<file path="src/rtl/lin_frame_receiver_core_assert.svh">
// Assertion helpers for the LIN frame receiver; clk and arst_n come from the
// module that uses them.
`ifndef LIN_FRAME_RECEIVER_CORE_ASSERT_SVH
`define LIN_FRAME_RECEIVER_CORE_ASSERT_SVH

// Same-cycle implication.
`define LFR_ASSERT_IMP(name, ante, cons) \
	name: assert property (@(posedge clk) disable iff (!arst_n) (ante) |-> (cons)) \
		else $error("lin frame receiver: check failed");

// Next-cycle implication.
`define LFR_ASSERT_NXT(name, ante, cons) \
	name: assert property (@(posedge clk) disable iff (!arst_n) (ante) |=> (cons)) \
		else $error("lin frame receiver: check failed");

`endif

</file>
<file path="src/rtl/lfr_pkg.sv">
package lfr_pkg;

	localparam logic [7:0] SYNC_BYTE = 8'h55;

	typedef enum logic [1:0] {
		FUNC_BYTE  = 2'd0,
		FUNC_BREAK = 2'd1,
		FUNC_IDLE  = 2'd2,
		FUNC_FAULT = 2'd3
	} lfr_func_t;

	typedef struct packed {
		logic [1:0] func;
		logic [7:0] rx_byte;
	} lfr_item_t;

	typedef struct packed {
		logic [7:0] frame_pid;
		logic [3:0] frame_length;
		logic [7:0] byte0;
		logic [7:0] byte1;
		logic [7:0] byte2;
		logic [7:0] byte3;
		logic [7:0] byte4;
		logic [7:0] byte5;
		logic [7:0] byte6;
		logic [7:0] byte7;
		logic [7:0] received_sum;
		logic       sum_ok;
	} lfr_frame_t;

	// write and clear requests toward the frame store
	typedef struct packed {
		logic       wr_en;
		logic [3:0] wr_addr;
		logic [7:0] wr_data;
		logic       clr;
	} lfr_store_ctl_t;

endpackage

</file>
<file path="src/rtl/lin_frame_receiver_core.sv">
// LIN frame receiver, enhanced checksum.
// Input channel (item, item_valid, item_stall): one word per UART event,
// func selects byte, break, idle or fault; rx_byte matters for bytes only.
// Output channel (frame, frame_valid, frame_stall): one word per rebuilt frame
// with PID, data length, the eight stored bytes, the received checksum byte
// and the enhanced checksum match flag.
// An event that emits no frame leaves the block ready for the next. After an
// emitting event the checksum is summed one stored byte per cycle through a
// single end-around-carry adder, then the output step moves the result into
// the output register. item_stall is high during that time. The output register
// holds a finished frame while the next event is taken; if the receiver stalls
// and a second frame is ready, the block waits in its output step, keeping
// item_stall high, until the first is taken.
// Reset clears the receiver to disarmed, count zero, PID and store zero, and
// drops any pending output word.
`include "lin_frame_receiver_core_assert.svh"

module lin_frame_receiver_core
	import lfr_pkg::*;
#(
	parameter int MAX_DATA = 8
) (
	input  logic       clk,
	input  logic       arst_n,
	input  lfr_item_t  item,
	input  logic       item_valid,
	output logic       item_stall,
	output lfr_frame_t frame,
	output logic       frame_valid,
	input  logic       frame_stall
);

	typedef enum logic [1:0] {
		S_IDLE,
		S_SUM,
		S_OUT
	} state_t;

	localparam logic [3:0] CNT_LAST = 4'(MAX_DATA + 2);
	localparam logic [3:0] LEN_MAX  = 4'(MAX_DATA);

	state_t         state_q;
	logic           armed_q;
	logic [3:0]     count_q;
	logic [7:0]     pid_q;
	logic [3:0]     len_q;
	logic           short_q;
	logic           clear_q;
	logic [3:0]     idx_q;
	logic [7:0]     acc_q;
	logic [7:0]     rsum_q;
	logic           ok_q;
	lfr_frame_t     frame_q;
	logic           frame_valid_q;

	logic           accept;
	logic           store_byte;
	logic           emit;
	logic           out_free;
	logic           finish;
	logic           brk_ev;
	logic           idle_ev;
	logic           ev_short;
	logic [3:0]     ev_len;
	lfr_store_ctl_t store_ctl;
	logic [7:0]     rd_data;
	logic [7:0][7:0] entries;
	logic [7:0]     sum_next;

	assign item_stall  = (state_q != S_IDLE);
	assign accept      = item_valid && !item_stall;
	assign frame       = frame_q;
	assign frame_valid = frame_valid_q;
	assign out_free    = !frame_valid_q || !frame_stall;
	assign finish      = (state_q == S_OUT) && out_free;

	assign brk_ev  = (item.func == FUNC_BREAK);
	assign idle_ev = (item.func == FUNC_IDLE);

	// a data byte lands in the store while the frame is still open
	assign store_byte = (item.func == FUNC_BYTE) && armed_q &&
		(count_q >= 4'd2) && (count_q <= CNT_LAST);

	assign emit = accept && ((store_byte && count_q == CNT_LAST) ||
		((brk_ev || idle_ev) && count_q != 4'd0));

	// length of the frame this event closes; a byte into the checksum slot fills it
	always_comb begin
		ev_short = 1'b0;
		ev_len   = 4'd0;
		if (store_byte) begin
			ev_len = LEN_MAX;
		end else if (count_q < 4'd3) begin
			ev_short = 1'b1;
		end else if ((count_q - 4'd3) > LEN_MAX) begin
			ev_len = LEN_MAX;
		end else begin
			ev_len = count_q - 4'd3;
		end
	end

	// break with nothing pending clears at once; otherwise after the frame is out
	always_comb begin
		store_ctl.wr_en   = accept && store_byte;
		store_ctl.wr_addr = count_q - 4'd2;
		store_ctl.wr_data = item.rx_byte;
		store_ctl.clr     = (accept && brk_ev && !emit) || (finish && clear_q);
	end

	lfr_frame_store #(
		.MAX_DATA(MAX_DATA)
	) u_store (
		.clk     (clk),
		.arst_n  (arst_n),
		.ctl     (store_ctl),
		.rd_addr (idx_q),
		.rd_data (rd_data),
		.entries (entries)
	);

	lfr_sum_unit u_sum (
		.acc    (acc_q),
		.addend (rd_data),
		.sum    (sum_next)
	);

	always_ff @(posedge clk or negedge arst_n) begin
		if (!arst_n) begin
			state_q       <= S_IDLE;
			armed_q       <= 1'b0;
			count_q       <= 4'd0;
			pid_q         <= 8'd0;
			len_q         <= 4'd0;
			short_q       <= 1'b0;
			clear_q       <= 1'b0;
			idx_q         <= 4'd0;
			acc_q         <= 8'd0;
			rsum_q        <= 8'd0;
			ok_q          <= 1'b0;
			frame_q       <= '0;
			frame_valid_q <= 1'b0;
		end else begin
			// load a finished frame, or drop the word once it is taken
			if (finish) frame_valid_q <= 1'b1;
			else if (!frame_stall) frame_valid_q <= 1'b0;

			case (state_q)
				S_IDLE: begin
					if (accept) begin
						case (item.func)
							FUNC_BYTE: begin
								if (armed_q) begin
									if (count_q == 4'd0) begin
										if (item.rx_byte == SYNC_BYTE) count_q <= 4'd1;
										else armed_q <= 1'b0;
									end else if (count_q == 4'd1) begin
										pid_q   <= item.rx_byte;
										count_q <= 4'd2;
									end else if (store_byte) begin
										count_q <= count_q + 4'd1;
									end
								end
							end
							FUNC_BREAK: begin
								count_q <= 4'd0;
								armed_q <= 1'b1;
								// hold the PID for the checksum if a frame goes out
								if (!emit) pid_q <= 8'd0;
							end
							FUNC_IDLE: begin
								armed_q <= 1'b0;
							end
							default: begin
								armed_q <= 1'b0;
								count_q <= 4'd0;
							end
						endcase
						if (emit) begin
							state_q <= S_SUM;
							idx_q   <= 4'd0;
							acc_q   <= pid_q;
							len_q   <= ev_len;
							short_q <= ev_short;
							clear_q <= brk_ev;
						end
					end
				end
				S_SUM: begin
					// advance one data byte per cycle; the slot at the length is the checksum
					if (idx_q == len_q) begin
						rsum_q  <= short_q ? 8'd0 : rd_data;
						ok_q    <= !short_q && (acc_q == rd_data);
						state_q <= S_OUT;
					end else begin
						acc_q <= sum_next;
						idx_q <= idx_q + 4'd1;
					end
				end
				S_OUT: begin
					if (out_free) begin
						frame_q.frame_pid    <= pid_q;
						frame_q.frame_length <= len_q;
						frame_q.byte0        <= entries[0];
						frame_q.byte1        <= entries[1];
						frame_q.byte2        <= entries[2];
						frame_q.byte3        <= entries[3];
						frame_q.byte4        <= entries[4];
						frame_q.byte5        <= entries[5];
						frame_q.byte6        <= entries[6];
						frame_q.byte7        <= entries[7];
						frame_q.received_sum <= rsum_q;
						frame_q.sum_ok       <= ok_q;
						if (clear_q) pid_q <= 8'd0;
						clear_q <= 1'b0;
						state_q <= S_IDLE;
					end
				end
				default: begin
					state_q <= S_IDLE;
				end
			endcase
		end
	end

	`LFR_ASSERT_IMP(a_idx_bound, state_q == S_SUM, idx_q <= len_q)
	`LFR_ASSERT_IMP(a_len_bound, frame_valid_q, frame_q.frame_length <= LEN_MAX)
	`LFR_ASSERT_IMP(a_zero_len_ok, frame_valid_q && frame_q.sum_ok && frame_q.frame_length == 4'd0, frame_q.received_sum == frame_q.frame_pid)
	`LFR_ASSERT_NXT(a_emit_busy, emit, state_q == S_SUM)

endmodule

</file>
<file path="src/rtl/lfr_sum_unit.sv">
// Add with end-around carry: a carry out of bit 7 wraps back into bit 0.
module lfr_sum_unit
	import lfr_pkg::*;
(
	input  logic [7:0] acc,
	input  logic [7:0] addend,
	output logic [7:0] sum
);

	logic [8:0] raw;

	assign raw = {1'b0, acc} + {1'b0, addend};
	assign sum = raw[8] ? (raw[7:0] + 8'd1) : raw[7:0];

endmodule

</file>
<file path="src/rtl/lfr_frame_store.sv">
// Frame byte store: one write port, one read port at a chosen address,
// and the first eight entries brought out for the result word.
module lfr_frame_store
	import lfr_pkg::*;
#(
	parameter int MAX_DATA = 8
) (
	input  logic            clk,
	input  logic            arst_n,
	input  lfr_store_ctl_t  ctl,
	input  logic [3:0]      rd_addr,
	output logic [7:0]      rd_data,
	output logic [7:0][7:0] entries
);

	localparam int DEPTH = MAX_DATA + 1;
	localparam int AW = (DEPTH > 1) ? $clog2(DEPTH) : 1;
	localparam logic [3:0] LAST_ADDR = 4'(MAX_DATA);

	logic [7:0] mem_q [DEPTH];

	always_ff @(posedge clk or negedge arst_n) begin
		if (!arst_n) begin
			for (int i = 0; i < DEPTH; i++) mem_q[i] <= '0;
		end else if (ctl.clr) begin
			for (int i = 0; i < DEPTH; i++) mem_q[i] <= '0;
		end else if (ctl.wr_en && ctl.wr_addr <= LAST_ADDR) begin
			mem_q[ctl.wr_addr[AW-1:0]] <= ctl.wr_data;
		end
	end

	assign rd_data = (rd_addr <= LAST_ADDR) ? mem_q[rd_addr[AW-1:0]] : 8'd0;

	// entries past the last slot of the store (the checksum slot) read as zero
	for (genvar g = 0; g < 8; g++) begin : g_ent
		if (g < DEPTH) begin : g_live
			assign entries[g] = mem_q[g];
		end else begin : g_zero
			assign entries[g] = 8'd0;
		end
	end

endmodule
</file>
<file path="config.mk">
export PLATFORM = sky130hd
export DESIGN_NAME = lin_frame_receiver_core
export DESIGN_NICKNAME = d
export VERILOG_FILES = /design/src/rtl/lfr_pkg.sv /design/src/rtl/lin_frame_receiver_core.sv /design/src/rtl/lfr_sum_unit.sv /design/src/rtl/lfr_frame_store.sv
export VERILOG_INCLUDE_DIRS = /design/src /design/src/rtl
export SDC_FILE = /design/constraint.sdc
export NUM_CORES = 1
export LEC_CHECK = 0
export ABC_AREA = 1
export BUFFER_PORTS_ARGS = -buffer_cell sky130_fd_sc_hd__buf_2
export CELL_PAD_IN_SITES_DETAIL_PLACEMENT = 0
export CELL_PAD_IN_SITES_GLOBAL_PLACEMENT = 1
export CORE_UTILIZATION = 31
export CTS_BUF_LIST = sky130_fd_sc_hd__clkbuf_4 sky130_fd_sc_hd__clkbuf_8
export CTS_CLUSTER_DIAMETER = 120
export DETAILED_ROUTE_END_ITERATION = 7
export PLACE_DENSITY = 0.59
export REMOVE_ABC_BUFFERS = 1
export SKIP_CTS_REPAIR_TIMING = 1
export SLEW_MARGIN = 20
export SYNTH_ARGS = -nofsm -noshare
export SYNTH_HDL_FRONTEND = slang
export SYNTH_SLANG_ARGS = --single-unit
</file>
<file path="constraint.sdc">
create_clock -name clk -period 3.45 [get_ports clk]
set_input_delay 0.1725 -clock clk [delete_from_list [all_inputs] [get_ports clk]]
set_output_delay 0.1725 -clock clk [all_outputs]
set_load 0.03 [all_outputs]
</file>
==> flow_metrics.tcl, run 1 <==
set metrics [dict create \
    synth_edf_count 0 \
    hold_viol_final 0 \
    period_share 0.9082 \
    n_antenna_cell 0 \
    vdd_drop_max_v 0.0003020 \
    antenna_found_initial 0 \
    die_h_um 179.3 \
    fillCellCount 3341 \
    relSlewSlack 0.4544 \
    placed_area_sq_mm 0.01070 \
    startpoint_type "register" \
    grt_overflow_total 0 \
    nets 1321 \
    rsz0062_at_grt "no" \
    instances_no_fill 1691 \
    numClockSinks 200 \
    grt_pass1_wl_um 45820 \
    syn_area_sq_mm 0.009748 \
    r2r_cells 13 \
    clkLatencyLatePin_ns 0.49 \
    place_hpwl_um 20000 \
    total_power_mw 8.628 \
    rows 64 \
    cts.clk_slew.worst_paths_ns 0.11 \
    die_area_sq_mm 0.03216 \
    cts_tree "yes" \
    grt_usage 0.1907 \
    area.sequential_sq_mm 0.005005 \
    fin_area_sq_mm 0.01108 \
    first_global_vias 7761 \
    clock.fmax_mhz 319.2 \
    worstPathArrival_ns 3.50 \
    power_density_mw_per_mm2 778.3 \
    violations "DRC" \
    async_flop_share 1.000 \
    wl_per_cell_um 16.90 \
    dp_cells 1657 \
    ys_types 36 \
    synth_seq_cells 200 \
    start_util 0.3170 \
    p_leak_nw 5.829 \
    multi_input_area_sq_mm 0.004110 \
    skew_ns 0.02114 \
    first_pass_iters 7 \
    ant_nets 0 \
    criticalPathCategory "register to register" \
    gp_congestion 0.8544 \
    design.portCount 101 \
    vias 8013 \
    syn_to_final_growth_pct 13.71 \
    critPathCaptureType "register" \
    cp_max_fo 39 \
    finalSetupViolCount 0 \
    r2r_slack_ns 0.32 \
    worstHoldPathType "input pin to register" \
    drt-total-wl_um 28580 \
    grt_max_degree 121 \
    ys_seq_area_frac 0.5134 \
    cts_buffer_depth 2 \
    postSynthCellCount 1191 \
    layout-drive-gt1-share 0.1483 \
    holdWs_ns 0.07109 \
    viasPerCell 4.739 \
    max_cap_viol_count 0 \
    postSynthAreaPerCell_sq_um 8.185 \
    period_needed_ns 3.133 \
    worstMarginPinSlew_ns 0.8184 \
    ys.flop_type "dfrtp_1" \
    port-buffer-count 100 \
    drtIter0Drc 511 \
    drv_slew 0 \
    final_common_cell "nand2_1" \
    cts_root_buf "clkbuf_8" \
    status "finished, violations left" \
    cts-htree-levels 4 \
    final_cell_mix "nand2_1, dfrtp_1, nand3_1, buf_2, o21ai_0" \
    die_w_um 179.3 \
    core_sq_mm 0.03075 \
    cts_made_buffers 17 \
    whs_path_depth 4 \
    crit_required_ns 3.82 \
    drc_errors 12 \
    synth_warnings 0 \
]
-- final timing paths --
| path | start | endpoint |
|---|---|---|
| hold / removal | item_valid | armed_q |
| setup reg to reg | idx_q[0] | acc_q[2] |
| min in group asynchronous | arst_n | frame[25] |
| setup / recovery | idx_q[0] | acc_q[2] |
| hold reg to reg | frame[37] | frame[37] |
| max in group asynchronous | arst_n | u_store.entries[6] |
-- power by group --
| part | internal, mW | switching, mW | total, mW |
|---|---|---|---|
| Combinational | 1.32 | 2.78 | 4.10 |
| Sequential | 2.80 | 0.314 | 3.11 |
| Clock | 0.512 | 0.905 | 1.42 |
-- stage by stage --
| step | worst slack (ns) | util | setup TNS, ns |
|---|---|---|---|
| final | 0.3169 | 0.3605 | 0 |
| after global routing | 0.001855 | 0.3605 | 0 |
| after CTS | 0.1153 | 0.3595 | 0 |
| after detailed placement | 0.1461 | 0.3479 | 0 |
| after global placement | 0.1861 | 0.3479 | 0 |
| after floorplan | -0.1259 | - | -4.028 |
-- critical path, cell delays in order, from the launching register on --
cell,delay [ns]
dfrtp_1,0.44
buf_12,0.19
o21ai_0,0.39
nand3_1,0.13
nand3_1,0.10
o21ai_0,0.13
buf_4,0.16
ha_1,0.37
a21oi_1,0.14
o211ai_1,0.40
nand2_1,0.15
xor2_1,0.17
o21ai_0,0.16
nand2_1,0.06
-- registers in the layout, summed over array words and instances (netlist names) --
register,cells
frame,85
u_store.entries,64
acc_q,8
pid_q,8
rsum_q,8
u_store.mem_q,8
count_q,4
idx_q,4
len_q,4
state_q,2
armed_q,1
clear_q,1
frame_valid,1
ok_q,1
short_q,1
-- routing by layer --
| layer | vias up | GRT usage | part of all wire |
|---|---|---|---|
| li1 | 4013 | - | - |
| met1 | 3817 | 0.2754 | 0.49 |
| met2 | 159 | 0.2933 | 0.45 |
| met3 | 24 | 0.03523 | 0.040 |
| met4 | 0 | 0.04692 | 0.015 |
| met5 | - | 0 | 0 |
-- logic make-up (layout without fill, tap and decap cells) --
logic type,Yosys count,after routing,share of synthesized area
flops,200,200,0.5134
compound gates,155,155,0.08651
xor+xnor,12,12,0.01078
simple gates,651,651,0.2919
buf+inv,149,253,0.06585
fa+ha+maj,24,24,0.03158
-- synth_stat cells, types with 4 or more instances --
library cell	number	share of area
nor2_1	38	0.015
dfrtp_1	200	0.51
nand2_1	438	0.17
buf_6	8	0.0092
a21oi_1	35	0.018
a22o_1	8	0.0072
nor2_4	18	0.021
nand3_1	128	0.066
xnor2_1	6	0.0054
inv_2	4	0.0015
o21ai_0	97	0.050
nand4_1	9	0.0058
xor2_1	6	0.0054
buf_2	12	0.0062
nor3_1	4	0.0021
inv_1	89	0.034
ha_1	23	0.030
o211ai_1	7	0.0054
clkbuf_1	32	0.012
-- area by class of cell --
type                    instances  area share
clock buffers                  17     0.02111
well taps                     396     0.04470
clock inverters                14     0.01084
multi-input cells             842      0.3708
flip-flops and latches        200      0.4515
inverters                      96     0.03364
repair buffers                126     0.06739
Power figures use the tool's default switching activity.
==> inputs of run 2 (changes only) <==
--- a/config.mk
+++ b/config.mk
@@ -6,7 +6,6 @@
 export SDC_FILE = /design/constraint.sdc
 export NUM_CORES = 1
 export LEC_CHECK = 0
-export ABC_AREA = 1
 export BUFFER_PORTS_ARGS = -buffer_cell sky130_fd_sc_hd__buf_2
 export CELL_PAD_IN_SITES_DETAIL_PLACEMENT = 0
 export CELL_PAD_IN_SITES_GLOBAL_PLACEMENT = 1
@@ -14,7 +13,7 @@
 export CTS_BUF_LIST = sky130_fd_sc_hd__clkbuf_4 sky130_fd_sc_hd__clkbuf_8
 export CTS_CLUSTER_DIAMETER = 120
 export DETAILED_ROUTE_END_ITERATION = 7
-export PLACE_DENSITY = 0.59
+export PLACE_DENSITY = 0.56
 export REMOVE_ABC_BUFFERS = 1
 export SKIP_CTS_REPAIR_TIMING = 1
 export SLEW_MARGIN = 20
==> run 2 against run 1 <==
- the run now ends clean
- largest cell class unchanged
- non-clock buffer count is 18 higher
- maximum frequency shrank 4.9%
- register-to-register slack lost 0.16 ns
- flip-flop and latch count stayed put
- largest power group is now sequential cells
==> flow_metrics.tcl, run 2 <==
set metrics [dict create \
    status "complete, no violations" \
    wl_per_cell_um 18.97 \
    synth_warnings 0 \
    finalSetupViolCount 0 \
    synth_seq_cells 200 \
    criticalPathCategory "register to register" \
    numClockSinks 200 \
    power_density_mw_per_mm2 574.3 \
    final_core_util 0.3704 \
    port-buffer-count 100 \
    ant_nets 0 \
    largest_register_ffs 85 \
    yosysMostFrequentCell "nand2_1" \
    grt_pass1_wl_um 42920 \
    period_needed_ns 3.294 \
    viasPerCell 4.945 \
    synth.area.top_cells "dfrtp_1, nand2_1, a22o_1" \
    cts_made_buffers 17 \
    final_common_cell "nand2_1" \
    cts_tree "yes" \
    hold_viol_final 0 \
    grt_overflow_total 0 \
    drt-total-wl_um 27290 \
    p_leak_nw 5.676 \
    worstHoldPathType "input pin to register" \
    worstPathArrival_ns 3.70 \
    synth_top_area_share 0.5327 \
    clock.fmax_mhz 303.6 \
    ys_seq_area_frac 0.5327 \
    nets 1074 \
    start_util 0.3162 \
    synth_common_cells "nand2_1, dfrtp_1, a22o_1" \
    min_from "frame_stall" \
    drc_errors 0 \
    rr_startpoint "idx_q[0]" \
    crit_required_ns 3.85 \
    gp_congestion 0.8743 \
    antenna_found_initial 0 \
    grt_usage 0.1813 \
    vdd_drop_max_v 0.0003215 \
    worstMarginPinSlew_ns 0.8822 \
    whs_endpoint "frame_valid" \
    holdWs_ns 0.01203 \
    final_cell_mix "nand2_1, dfrtp_1, buf_2, a22o_1, buf_4" \
    die_area_sq_mm 0.03101 \
    relSlewSlack 0.4091 \
    ys.flop_type "dfrtp_1" \
    cp_max_fo 7 \
    drtIter0Drc 415 \
    r2r_cells 13 \
    syn_area_sq_mm 0.009395 \
    ys_types 69 \
    place_hpwl_um 18630 \
    total_power_mw 6.321 \
    instances_no_fill 1438 \
    rows 63 \
    max_cap_viol_count 0 \
    die_h_um 176.1 \
    grt_max_degree 69 \
    postSynthCellCount 924 \
    regToRegEndpoint "acc_q[7]" \
    n_antenna_cell 0 \
    vias 7111 \
    cts_buffer_depth 2 \
    synth_top_area_cell "dfrtp_1" \
    r2r_slack_ns 0.16 \
    rsz0062_at_grt "yes" \
    critPathCaptureType "register" \
    core_sq_mm 0.02972 \
    skew_ns 0.02486 \
    clkLatencyLatePin_ns 0.49 \
    dp_cells 1402 \
    cts_root_buf "clkbuf_8" \
    async_flop_share 1.000 \
    die_w_um 176.1 \
    first_pass_iters 4 \
    layout-drive-gt1-share 0.2319 \
    syn_to_final_growth_pct 17.15 \
    cts-htree-levels 4 \
    period_share 0.9548 \
    synth_edf_count 0 \
    drv_slew 0 \
    whs_path_depth 3 \
    first_global_vias 7180 \
    postSynthAreaPerCell_sq_um 10.17 \
    cts.clk_slew.worst_paths_ns 0.11 \
    startpoint_type "register" \
    design.portCount 101 \
]
[run 2: worst max path at each step]
stage               cells after the start  endpoint  slack, ns       start
finish                                 13  acc_q[7]       0.16    idx_q[0]
global route                           14  acc_q[4]      -0.04    idx_q[0]
CTS                                    14  acc_q[4]      -0.03    idx_q[0]
detailed placement                     14  acc_q[4]     -0.005    idx_q[0]
global placement                       14  acc_q[4]       0.04    idx_q[0]
floorplan                               3   clear_q      -0.54  state_q[0]
[run 2: area by class of cell]
cell class	instances	area (sq um)
Fill cell	3042	18710
Sequential cell	200	5006
Multi-Input combinational cell	653	4126
Timing Repair Buffer	144	897.1
Tap cell	390	488.0
Clock buffer	17	234.0
Clock inverter	14	180.2
Inverter	20	75.07
[run 2: per-stage QoR]
step            TNS [ns]  worst slack, ns  area [sq um]
2_1_floorplan     -39.52          -0.5355          9120
3_3_place_gp           0          0.03620         10460
3_5_place_dp   -0.007638        -0.005223         10460
4_1_cts         -0.03823         -0.03311         10870
5_1_grt         -0.08832         -0.03594         11010
6_report               0           0.1559         11010
[run 2: cell families after synthesis]
group | share of synthesized area
buffers and inverters | 0.03729
xor gates and xnor gates | 0.01305
DFF | 0.5327
adders and majority gates | 0.03276
muxes | 0.05966
and+or+nand+nor | 0.1832
AOI/OAI and AO/OA | 0.1413
[run 2: report_power, final]
part | total [mW] | internal (mW) | switching (mW)
combinational | 1.97 | 0.721 | 1.25
sequential | 2.76 | 2.57 | 0.195
clock | 1.59 | 0.559 | 1.03
[run 2: critical path, stage by stage (launching register included)]
cell and delay, ns:
dfrtp_2 0.46, buf_12 0.17, mux4_2 0.55, mux2i_2 0.20, o21ai_2 0.09, ha_2 0.21, inv_1 0.07, fa_1 0.21
nand2b_4 0.16, a21oi_2 0.06, buf_4 0.15, o311a_1 0.37, o311a_1 0.33, nor3_1 0.17
[run 2: metal layers]
layer  wire length (um)  up-vias  track usage
met2              12710      129       0.2818
met3                882       14      0.02864
met4                272        0      0.04855
met5                  0        -            0
li1                   -     3412            -
met1              13420     3556       0.2608
==> inputs of run 3 (changes only) <==
--- a/config.mk
+++ b/config.mk
@@ -13,10 +13,11 @@
 export CTS_BUF_LIST = sky130_fd_sc_hd__clkbuf_4 sky130_fd_sc_hd__clkbuf_8
 export CTS_CLUSTER_DIAMETER = 120
 export DETAILED_ROUTE_END_ITERATION = 7
-export PLACE_DENSITY = 0.56
+export PLACE_DENSITY = 0.57
 export REMOVE_ABC_BUFFERS = 1
 export SKIP_CTS_REPAIR_TIMING = 1
 export SLEW_MARGIN = 20
 export SYNTH_ARGS = -nofsm -noshare
 export SYNTH_HDL_FRONTEND = slang
+export SYNTH_HIERARCHICAL = 1
 export SYNTH_SLANG_ARGS = --single-unit
==> run 3 against run 2 <==
- the flow now finishes with violations (DRC)
- die area increased by 12%
- synthesized cell count increased by 27%
- first-iteration DRC count up 53%
- global-route usage decreased by 0.52 points
- critical path depth increased by 2
- highest routed layer unchanged
==> flow_metrics.tcl, run 3 <==
set metrics [dict create \
    placed_area_sq_mm 0.01101 \
    die_area_sq_mm 0.03477 \
    async_flop_share 1.000 \
    grt_pass1_wl_um 48160 \
    numClockSinks 200 \
    port-buffer-count 100 \
    cts.clk_slew.worst_paths_ns 0.11 \
    synth_common_cells "nand2_1, dfrtp_1, a21oi_1" \
    finalSetupViolCount 0 \
    r2r_slack_ns 0.20 \
    design.portCount 101 \
    synth_top_area_share 0.4745 \
    max_cap_viol_count 0 \
    instances_no_fill 1652 \
    critPathCaptureType "register" \
    total_power_mw 4.669 \
    die_h_um 186.5 \
    first_pass_iters 8 \
    cts_made_buffers 17 \
    cts_buffer_depth 2 \
    grt_usage 0.1761 \
    layout-drive-gt1-share 0.1944 \
    crit_required_ns 3.85 \
    dp_slack_ns 0.08834 \
    rr_startpoint "idx_q[0]" \
    slowest_delay_ns 0.48 \
    synth.area.top_cells "dfrtp_1, nand2_1, buf_4" \
    final_core_util 0.3471 \
    whs_path_depth 3 \
    gp_congestion 0.8575 \
    core_sq_mm 0.03353 \
    worstHoldPathType "input pin to register" \
    regToRegEndpoint "acc_q[7]" \
    grt_max_degree 86 \
    n_antenna_cell 0 \
    antenna_found_initial 0 \
    rsz0062_at_grt "yes" \
    power_density_mw_per_mm2 401.2 \
    synth_top_area_cell "dfrtp_1" \
    relSlewSlack 0.2880 \
    clock.fmax_mhz 308.2 \
    hold_viol_final 0 \
    holdWs_ns 0.01343 \
    vdd_drop_max_v 0.0002868 \
    p_leak_nw 5.765 \
    use_met3 0.03160 \
    drv_slew 0 \
    clkLatencyLatePin_ns 0.49 \
    start_util 0.3146 \
    drt-total-wl_um 30370 \
    dp_cells 1606 \
    viasPerCell 4.916 \
    syn_to_final_growth_pct 10.33 \
    area.sequential_sq_mm 0.005006 \
    violations "DRC" \
    synth_edf_count 0 \
    syn_area_sq_mm 0.01055 \
    yosysMostFrequentCell "nand2_1" \
    die_w_um 186.5 \
    synth_warnings 6 \
    cp_max_fo 12 \
    final_cell_mix "nand2_1, dfrtp_1, buf_2, a21oi_1, nand3_1" \
    largest_register_ffs 85 \
    ant_nets 0 \
    fillCellCount 3533 \
    cts_root_buf "clkbuf_8" \
    first_global_vias 8013 \
    postSynthCellCount 1169 \
    multi_input_area_sq_mm 0.004658 \
    ys.flop_type "dfrtp_1" \
    slowest_stage "dfrtp_2" \
    period_needed_ns 3.245 \
    rows 67 \
    ys_seq_area_frac 0.4745 \
    grt.met1_usage 0.2547 \
    layout_setup_ws_ns 0.2048 \
    period_share 0.9406 \
    wl_per_cell_um 18.38 \
    setup_tns_ns 0 \
    postSynthAreaPerCell_sq_um 9.023 \
    criticalPathCategory "register to register" \
    place_hpwl_um 20030 \
    min_from "item[7]" \
    synth_seq_cells 200 \
    drc_errors 1 \
    final_common_cell "nand2_1" \
    worstPathArrival_ns 3.65 \
    grt.busiest_layer "met2" \
    nets 1226 \
    startpoint_type "register" \
    ys_types 77 \
    r2r_cells 15 \
    skew_ns 0.01770 \
    drtIter0Drc 634 \
    status "finished, violations left" \
    fin_area_sq_mm 0.01164 \
    use_met2 0.2741 \
    path_cells "clkbuf_16, buf_4, nor4b_4, buf_4, nand2_1, o31ai_1, ha_1, a21o_1, a21oi_2, xnor2_2, nand4_2, nor3_2, xnor2_1, nand2_1, a31oi_1" \
    grt_overflow_total 0 \
    cts-htree-levels 4 \
    whs_endpoint "u_store/mem_q[7]" \
    cts_tree "yes" \
    vias 8121 \
    worstMarginPinSlew_ns 1.063 \
]
==> run 3: cell count changes after synthesis, moves of 18 or more <==
| cell | before | now |
|---|---|---|
| nand3_1 | 3 | 75 |
| buf_4 | 3 | 70 |
| a21oi_1 | 21 | 80 |
| a22o_1 | 56 | 8 |
| o21ai_1 | 0 | 40 |
| o21ai_0 | 37 | 59 |
| mux2i_1 | 20 | 1 |
| clkbuf_1 | 21 | 39 |
==> run 3: worst max path at each step <==
stage / start / endpoint / slack [ns] / depth (start not counted)
final: idx_q[0] / acc_q[7] / 0.20 / 15
after CTS: idx_q[0] / acc_q[7] / 0.04 / 13
after global placement: idx_q[0] / acc_q[7] / 0.16 / 13
after floorplan: state_q[0] / u_store/entries[16] / -2.67 / 6
after global routing: idx_q[0] / acc_q[7] / -0.01 / 15
after detailed placement: idx_q[0] / acc_q[7] / 0.09 / 13
==> run 3: cells by family (layout without fill, tap and decap cells) <==
| logic type | count (synthesis) | count (layout) | synth area share |
|---|---|---|---|
| buffers and inverters | 154 | 189 | 0.08944 |
| xor gates and xnor gates | 26 | 26 | 0.02372 |
| muxes | 27 | 27 | 0.03938 |
| adders and majority gates | 21 | 21 | 0.02562 |
| AOI/OAI and AO/OA | 242 | 242 | 0.1346 |
| DFF | 200 | 200 | 0.4745 |
| and+or+nand+nor | 499 | 499 | 0.2127 |
==> run 3: critical path: cells and delay by family (launching register included) <==
family	cells	cell delay, ns
AND/OR/NAND/NOR	5	0.81
AO/OA/AOI/OAI	4	0.67
buffers and inverters	3	0.56
flip-flops	1	0.48
adder cells (fa/ha/maj)	1	0.34
XOR/XNOR	2	0.29
==> run 3: cell type report <==
class	count	area share
Multi-Input combinational cell	815	0.4003
Tap cell	448	0.04817
Clock buffer	17	0.02011
Timing Repair Buffer	146	0.07988
Clock inverter	15	0.01785
Sequential cell	200	0.4302
Inverter	11	0.003548
==> run 3: report_power, final <==
part | switching [mW] | internal [mW]
logic | 0.322 | 0.232
clock network | 0.960 | 0.750
registers | 0.0361 | 2.37
==> run 3: layer usage <==
| layer | wire length (um) | part of all wire | vias up |
|---|---|---|---|
| li1 | - | - | 3961 |
| met1 | 15000 | 0.49 | 3976 |
| met2 | 13980 | 0.46 | 165 |
| met3 | 1150 | 0.038 | 19 |
| met4 | 242 | 0.0080 | 0 |
| met5 | 0 | 0 | - |
